File: src/rtl/core/assert_macros.svh
// Assertion macros shared by the console writer RTL.
// No dependencies; assertions compile away when SYNTHESIS is defined.
`ifndef ASSERT_MACROS_SVH
`define ASSERT_MACROS_SVH
`ifndef SYNTHESIS
// Property checked only while out of reset.
`define TCW_ASSERT(lbl, clk, rstn, prop) \
  lbl: assert property (@(posedge clk) disable iff (!(rstn)) prop) \
    else $error("assertion failed");
// Property checked at every edge, reset included.
`define TCW_ASSERT_ALWAYS(lbl, clk, prop) \
  lbl: assert property (@(posedge clk) prop) \
    else $error("assertion failed");
`else
`define TCW_ASSERT(lbl, clk, rstn, prop)
`define TCW_ASSERT_ALWAYS(lbl, clk, prop)
`endif
`endif

File: src/rtl/core/tcw_pkg.sv
// Shared types and constants for the text console writer.
// No dependencies.
`timescale 1ns / 1ps

package tcw_pkg;

  localparam int ROW_W     = 5;
  localparam int COL_W     = 7;
  localparam int CFG_IDX_W = 1;
  localparam int CFG_DATA_W = 4;

  localparam logic [7:0] NEWLINE_CODE = 8'd10;
  localparam logic [7:0] SPACE_CODE   = 8'd32;
  localparam logic [3:0] FG_RESET     = 4'hF;
  localparam logic [3:0] BG_RESET     = 4'h0;
  localparam logic [7:0] RESET_ATTR   = {BG_RESET, FG_RESET};

  typedef enum logic [1:0] {
    OP_PUT   = 2'd0,
    OP_CLEAR = 2'd1,
    OP_READ  = 2'd2,
    OP_NOP   = 2'd3
  } op_t;

  typedef enum logic [CFG_IDX_W-1:0] {
    CFG_FG = 1'b0,
    CFG_BG = 1'b1
  } cfg_idx_t;

  typedef enum logic [2:0] {
    ST_IDLE,
    ST_READ,
    ST_SCROLL,
    ST_BLANK,
    ST_PUT
  } state_t;

  typedef logic [ROW_W-1:0] row_field_t;
  typedef logic [COL_W-1:0] col_field_t;

  typedef struct packed {
    logic       valid;
    row_field_t cursor_row;
    col_field_t cursor_col;
    logic [7:0] cell_char;
    logic [7:0] cell_attr;
  } res_t;

endpackage

File: src/rtl/core/tcw_seq.sv
// Sequencer: cursor, command decode and the scroll/blank sweeps over the cell store.
// Depends on tcw_pkg.
`timescale 1ns / 1ps

module tcw_seq #(
  parameter int COLUMNS = 80,
  parameter int ROWS    = 25,
  parameter int AW      = 11
) (
  input  logic                clk,
  input  logic                rst_n,
  input  logic                start,
  input  logic [1:0]          op,
  input  logic [7:0]          character,
  input  logic [4:0]          read_row,
  input  logic [6:0]          read_col,
  input  logic [7:0]          attr,
  output logic                busy,
  output logic                mem_we,
  output logic [AW-1:0]       mem_waddr,
  output logic [15:0]         mem_wdata,
  output logic                mem_re,
  output logic [AW-1:0]       mem_raddr,
  input  logic [15:0]         mem_rdata,
  output tcw_pkg::res_t       res
);

  localparam int CELLS         = ROWS * COLUMNS;
  localparam int PW            = $clog2(CELLS + 1);
  localparam int RW            = $clog2(ROWS);
  localparam int CW            = $clog2(COLUMNS + 1);
  localparam int LAST_ROW_BASE = (ROWS - 1) * COLUMNS;

  tcw_pkg::state_t state_r, state_nxt;
  logic [RW-1:0]   row_r, row_nxt;
  logic [CW-1:0]   col_r, col_nxt;
  logic [PW-1:0]   ptr_r, ptr_nxt;
  logic            init_r, init_nxt;
  logic            put_pend_r, put_pend_nxt;
  logic            copy_pend_r, copy_pend_nxt;
  logic [7:0]      pend_char_r, pend_char_nxt;
  logic [AW-1:0]   copy_waddr_r, copy_waddr_nxt;

  logic            at_last_row;
  logic            col_full;
  logic            is_newline;
  logic            rd_in_range;
  logic [AW-1:0]   cur_addr;
  logic [AW-1:0]   nl_addr;
  logic [AW-1:0]   rd_addr;
  logic [15:0]     blank_word;

  assign at_last_row = (row_r == RW'(ROWS - 1));
  assign col_full    = (col_r == CW'(COLUMNS));
  assign is_newline  = (character == tcw_pkg::NEWLINE_CODE);
  assign rd_in_range = (int'(read_row) < ROWS) && (int'(read_col) < COLUMNS);
  assign cur_addr    = AW'(int'(row_r) * COLUMNS + int'(col_r));
  assign nl_addr     = AW'((int'(row_r) + 1) * COLUMNS);
  assign rd_addr     = AW'(int'(read_row) * COLUMNS + int'(read_col));
  // reset sweep always uses the power-on attribute
  assign blank_word  = {tcw_pkg::SPACE_CODE, init_r ? tcw_pkg::RESET_ATTR : attr};
  assign busy        = (state_r != tcw_pkg::ST_IDLE);

  always_ff @(posedge clk) begin
    if (!rst_n) begin
      state_r     <= tcw_pkg::ST_BLANK;
      row_r       <= '0;
      col_r       <= '0;
      ptr_r       <= '0;
      init_r      <= 1'b1;
      put_pend_r  <= 1'b0;
      copy_pend_r <= 1'b0;
    end else begin
      state_r     <= state_nxt;
      row_r       <= row_nxt;
      col_r       <= col_nxt;
      ptr_r       <= ptr_nxt;
      init_r      <= init_nxt;
      put_pend_r  <= put_pend_nxt;
      copy_pend_r <= copy_pend_nxt;
    end
  end

  always_ff @(posedge clk) begin
    pend_char_r  <= pend_char_nxt;
    copy_waddr_r <= copy_waddr_nxt;
  end

  always_comb begin
    state_nxt      = state_r;
    row_nxt        = row_r;
    col_nxt        = col_r;
    ptr_nxt        = ptr_r;
    init_nxt       = init_r;
    put_pend_nxt   = put_pend_r;
    copy_pend_nxt  = 1'b0;
    pend_char_nxt  = pend_char_r;
    copy_waddr_nxt = copy_waddr_r;
    // trailing write of the scroll copy, in the cycle after its read
    mem_we         = copy_pend_r;
    mem_waddr      = copy_waddr_r;
    mem_wdata      = mem_rdata;
    mem_re         = 1'b0;
    mem_raddr      = ptr_r[AW-1:0];
    res            = '0;

    unique case (state_r)
      tcw_pkg::ST_IDLE: begin
        if (start) begin
          unique case (tcw_pkg::op_t'(op))
            tcw_pkg::OP_PUT: begin
              if (is_newline || col_full) begin
                col_nxt = '0;
                if (!at_last_row) begin
                  row_nxt   = row_r + 1'b1;
                  res.valid = 1'b1;
                  if (!is_newline) begin
                    mem_we    = 1'b1;
                    mem_waddr = nl_addr;
                    mem_wdata = {character, attr};
                    col_nxt   = CW'(1);
                  end
                end else begin
                  state_nxt     = tcw_pkg::ST_SCROLL;
                  ptr_nxt       = PW'(COLUMNS);
                  put_pend_nxt  = !is_newline;
                  pend_char_nxt = character;
                end
              end else begin
                mem_we    = 1'b1;
                mem_waddr = cur_addr;
                mem_wdata = {character, attr};
                col_nxt   = col_r + 1'b1;
                res.valid = 1'b1;
              end
            end
            tcw_pkg::OP_CLEAR: begin
              state_nxt = tcw_pkg::ST_BLANK;
              ptr_nxt   = '0;
            end
            tcw_pkg::OP_READ: begin
              if (rd_in_range) begin
                mem_re    = 1'b1;
                mem_raddr = rd_addr;
                state_nxt = tcw_pkg::ST_READ;
              end else begin
                res.valid = 1'b1;
              end
            end
            tcw_pkg::OP_NOP: begin
              res.valid = 1'b1;
            end
            default: begin
              res.valid = 1'b1;
            end
          endcase
        end
      end
      tcw_pkg::ST_READ: begin
        res.valid     = 1'b1;
        res.cell_char = mem_rdata[15:8];
        res.cell_attr = mem_rdata[7:0];
        state_nxt     = tcw_pkg::ST_IDLE;
      end
      tcw_pkg::ST_SCROLL: begin
        // read cell i, write it to i - COLUMNS on the next cycle
        if (ptr_r != PW'(CELLS)) begin
          mem_re         = 1'b1;
          copy_pend_nxt  = 1'b1;
          copy_waddr_nxt = AW'(ptr_r - PW'(COLUMNS));
          ptr_nxt        = ptr_r + 1'b1;
        end else begin
          state_nxt = tcw_pkg::ST_BLANK;
          ptr_nxt   = PW'(LAST_ROW_BASE);
        end
      end
      tcw_pkg::ST_BLANK: begin
        mem_we    = 1'b1;
        mem_waddr = ptr_r[AW-1:0];
        mem_wdata = blank_word;
        ptr_nxt   = ptr_r + 1'b1;
        if (ptr_r == PW'(CELLS - 1)) begin
          init_nxt = 1'b0;
          if (put_pend_r) begin
            state_nxt = tcw_pkg::ST_PUT;
          end else begin
            state_nxt = tcw_pkg::ST_IDLE;
            res.valid = !init_r;
          end
        end
      end
      tcw_pkg::ST_PUT: begin
        mem_we       = 1'b1;
        mem_waddr    = AW'(LAST_ROW_BASE);
        mem_wdata    = {pend_char_r, attr};
        col_nxt      = CW'(1);
        put_pend_nxt = 1'b0;
        res.valid    = 1'b1;
        state_nxt    = tcw_pkg::ST_IDLE;
      end
      default: begin
        state_nxt = tcw_pkg::ST_IDLE;
      end
    endcase

    res.cursor_row = tcw_pkg::row_field_t'(row_nxt);
    res.cursor_col = tcw_pkg::col_field_t'(col_nxt);
  end

endmodule

File: config.mk
export PLATFORM = sky130hd
export DESIGN_NAME = tcw_seq
export DESIGN_NICKNAME = d
export VERILOG_FILES = /design/src/rtl/core/assert_macros.svh /design/src/rtl/core/tcw_pkg.sv /design/src/rtl/core/tcw_seq.sv
export SDC_FILE = /design/constraint.sdc
export NUM_CORES = 1
export LEC_CHECK = 0
export BUFFER_PORTS_ARGS = -buffer_cell sky130_fd_sc_hd__buf_2
export CORE_ASPECT_RATIO = 0.6
export CORE_MARGIN = 2
export CORE_UTILIZATION = 49
export CTS_CLUSTER_SIZE = 16
export DETAILED_ROUTE_END_ITERATION = 8
export PLACE_DENSITY = 0.8
export SLEW_MARGIN = 20
export SYNTH_ARGS = -nofsm -noshare
export SYNTH_HDL_FRONTEND = slang
export SYNTH_SLANG_ARGS = --single-unit
File: constraint.sdc
create_clock -name clk -period 2.7 [get_ports clk]
set_clock_uncertainty 0.2 [all_clocks]
set_input_delay 0.135 -clock clk [delete_from_list [all_inputs] [get_ports clk]]
set_output_delay 0.135 -clock clk [all_outputs]
set_load 0.05 [all_outputs]
==> qor.yml <==
hold_start: "rst_n"
synth_fa_ha_area_share_pct: 12.62
violations: "setup timing"
cp.arrival_ns: 2.92
grt_pass1_wl_um: 27140
finalHoldViolCount: 0
clkTransAtPathRegs_ns: 0.07
seqPwrFrac_pct: 43.8
slew_headroom_pct: 56.14
period_needed_ns: 3.256
mostFrequentLayoutCell: "buf_2"
reg2reg_depth: 12
power.switching_mw: 0.4986
r2r_setup_slack_ns: 0.13
syn_inst: 548
drtIter0Drc: 739
die_w_um: 128.6
crit_buf_inv: 2
power.density_nw_per_um2: 259.9
path_cells: "buf_6 -> nand3_4 -> xnor2_2 -> ha_4 -> ha_4 -> fa_2 -> xnor2_2 -> nor3_2 -> a211oi_1 -> o211ai_1 -> buf_4"
synth_seq_area_share_pct: 25.23
rsz0062_at_grt: "true"
tightest_slew_ns: 0.6496
post_synth_xor_area_fraction_pct: 5.623
wl_per_cell_um: 22.62
num_rows: 27
drtAntennaViolNets: 0
clock_sinks: 48
drv_slew: 0
port_buffers: 118
synth.distinct_cells: 77
dp_hpwl_um: 12870
slowest_delay_ns: 0.40
ys.flop_type: "dfxtp_1"
synth-seq-cells: 48
crit_path_start: "row_r[1]$_SDFF_PN0_"
nNetsFinal: 814
cp-start-kind: "register"
dr.pass1.iters: 9
grt_pass1_vias: 5223
io_pins: 119
fp.dieH_um: 78.74
clock_latency_ns: 0.31
synth_compound_area_share_pct: 25.97
critPathCaptureType: "output port"
viasPerCell: 6.673
place_congestion: 0.9583
max_freq_mhz: 307.1
cts_buffers: 5
routed_wirelength_um: 18970
synthToLayoutAreaGrowth_pct: 47.07
outcome: "finished with violations"
netlist_area_um2: 4562
fillers: 620
setup_ws_ns: -0.5560
hold_path_end: "init_r$_SDFFE_PN1P_"
worst_hold_slack_ns: 0.09257
htreeDepth: 2
cts_tree: "built"
die_area_um2: 10120
synth-edff-count: 19
ys_async_sr_fraction_pct: 0
p_leak_nw: 3.036
period_share_pct: 120.6
switching_share_pct: 28.60
cts_root_buffer: "clkbuf_16"
crit_type: "register to output port"
hold_class: "input port to register"
worst_path_max_delay_cell: "fa_2"
initial_core_util_pct: 50.01
internal_power_mw: 1.245
grt_max_degree: 30
path_max_fanout: 5
drv_cap: 0
avgSynthCellArea_um2: 8.325
syn_nets: 640
min_path_cells: 2
ys.warnings.count: 0
drive_gt1_share_pct: 40.25
worst_r2r_endpoint: "col_r[0]$_SDFF_PN0_"
synth_mux_area_share_pct: 2.359
cpLargestDelayFamily: "adder cells"
vias: 5599
combPwrFrac_pct: 17.5
ir_worst_vdd_v: 0.0003005
synth_top_family_by_area: "compound AO/OA/AOI/OAI gates"
diodes: 0
r2r-start: "row_r[1]$_SDFF_PN0_"
clk_path_buf_depth: 2
cp.required_ns: 2.37
setup_tns_ns: -7.196
clockPowerShare_pct: 38.6
grt.overflow.total: 0
core_um2: 9121
grt_use_total_pct: 34.49
antenna_found_initial: 0
synth_simple_gate_area_share_pct: 21.72
route.detailed.drc: 0
setup_viol: 31
layout_common_cells: "buf_2, buf_4, nand2_1"
-- stage by stage --
| stage | utilization, % | instance area, um2 | setup WS (ns) | cells | power (mW) |
|---|---|---|---|---|---|
| final | 73.55 | 6709 | -0.5560 | 839 | 1.744 |
| after CTS | 70.08 | 6392 | -0.4448 | 829 | 1.712 |
| after detailed placement | 63.06 | 5752 | -0.3644 | 804 | 1.050 |
| after global placement | 63.06 | 5752 | -0.1912 | 804 | 1.040 |
| after floorplan | - | 4757 | -0.3306 | 548 | 0.9525 |
| after global routing | 73.55 | 6709 | -0.6056 | 839 | 1.790 |
-- final cells by class --
cell class                      count  area [um2]  area share, %
Sequential cell                    48        1165          17.36
Inverter                           36       135.1          2.014
Multi-Input combinational cell    428        3602          53.69
Clock buffer                        6       138.9          2.070
Timing Repair Buffer              203        1513          22.55
Clock inverter                      2       10.01         0.1492
Tap cell                          116       145.1          2.163
-- power groups by stage --
| stage | registers (mW) | logic [mW] | clock network [mW] |
|---|---|---|---|
| after floorplan | 0.779 | 0.174 | 0 |
| after global placement | 0.781 | 0.259 | 0 |
| after detailed placement | 0.781 | 0.269 | 0 |
| after CTS | 0.764 | 0.287 | 0.661 |
| after global routing | 0.765 | 0.326 | 0.698 |
| final | 0.764 | 0.306 | 0.674 |
-- cell usage after synthesis (all sizes together) (9+ instances only) --
library cell  number  area (um2)
xor2              11       96.34
o31ai              9       67.56
nor2              30       112.6
and2              30       187.7
a31oi             10       62.56
o21ai             37       185.2
nand3             17       90.09
xnor2             13       113.9
nor3              13       70.07
a21oi             27       135.1
ha                38       475.5
inv               36       135.1
clkbuf            29       108.9
edfxtp            19       570.6
dfxtp             29       580.6
nand2             45       168.9
-- layer usage --
metal / up-vias / wire length (um) / GRT usage [%]
li1: 2394 / - / -
met1: 2587 / 7321 / 45.49
met2: 509 / 8035 / 53.35
met3: 109 / 2747 / 11.86
met4: 0 / 869 / 11.09
met5: - / 0 / 0
-- registers in the layout (all words and copies together) (netlist names) --
register / cells
row_r: 5
col_r: 7
pend_char_r: 8
state_r: 3
init_r: 1
copy_pend_r: 1
copy_waddr_r: 11
ptr_r: 11
put_pend_r: 1
-- worst reg2reg max path: cells and delay by family, from the launching register on --
kind / cells / cell delay, ns
buffers and inverters: 6 / 0.81
AND/OR/NAND/NOR: 3 / 0.57
AO/OA/AOI/OAI: 2 / 0.41
flip-flops: 1 / 0.37
adder cells (fa/ha/maj): 1 / 0.13
-- kinds of logic after synthesis --
group | after synthesis
simple gates | 185
mux | 10
fa+ha+maj | 43
compound gates | 164
flops | 48
xor+xnor | 26
buf+inv | 72
-- worst max path at each step --
stage	cells after the start	endpoint	slack (ns)
5_1_grt	11	mem_waddr[9]	-0.61
2_1_floorplan	8	mem_waddr[6]	-0.33
6_report	11	mem_waddr[9]	-0.56
3_5_place_dp	9	mem_waddr[10]	-0.36
4_1_cts	12	mem_waddr[9]	-0.44
3_3_place_gp	9	mem_waddr[10]	-0.19
-- what timing repair did --
item                                    CTS  global route
resized for setup                        84            61
endpoints found under the setup margin   33            41
cloned                                    1             0
hold buffers                              8             0
pin swaps                                20            27
setup buffers                             8            12
hold endpoints to repair                  8             0
Note: power is estimated with default switching activity, not from simulation.
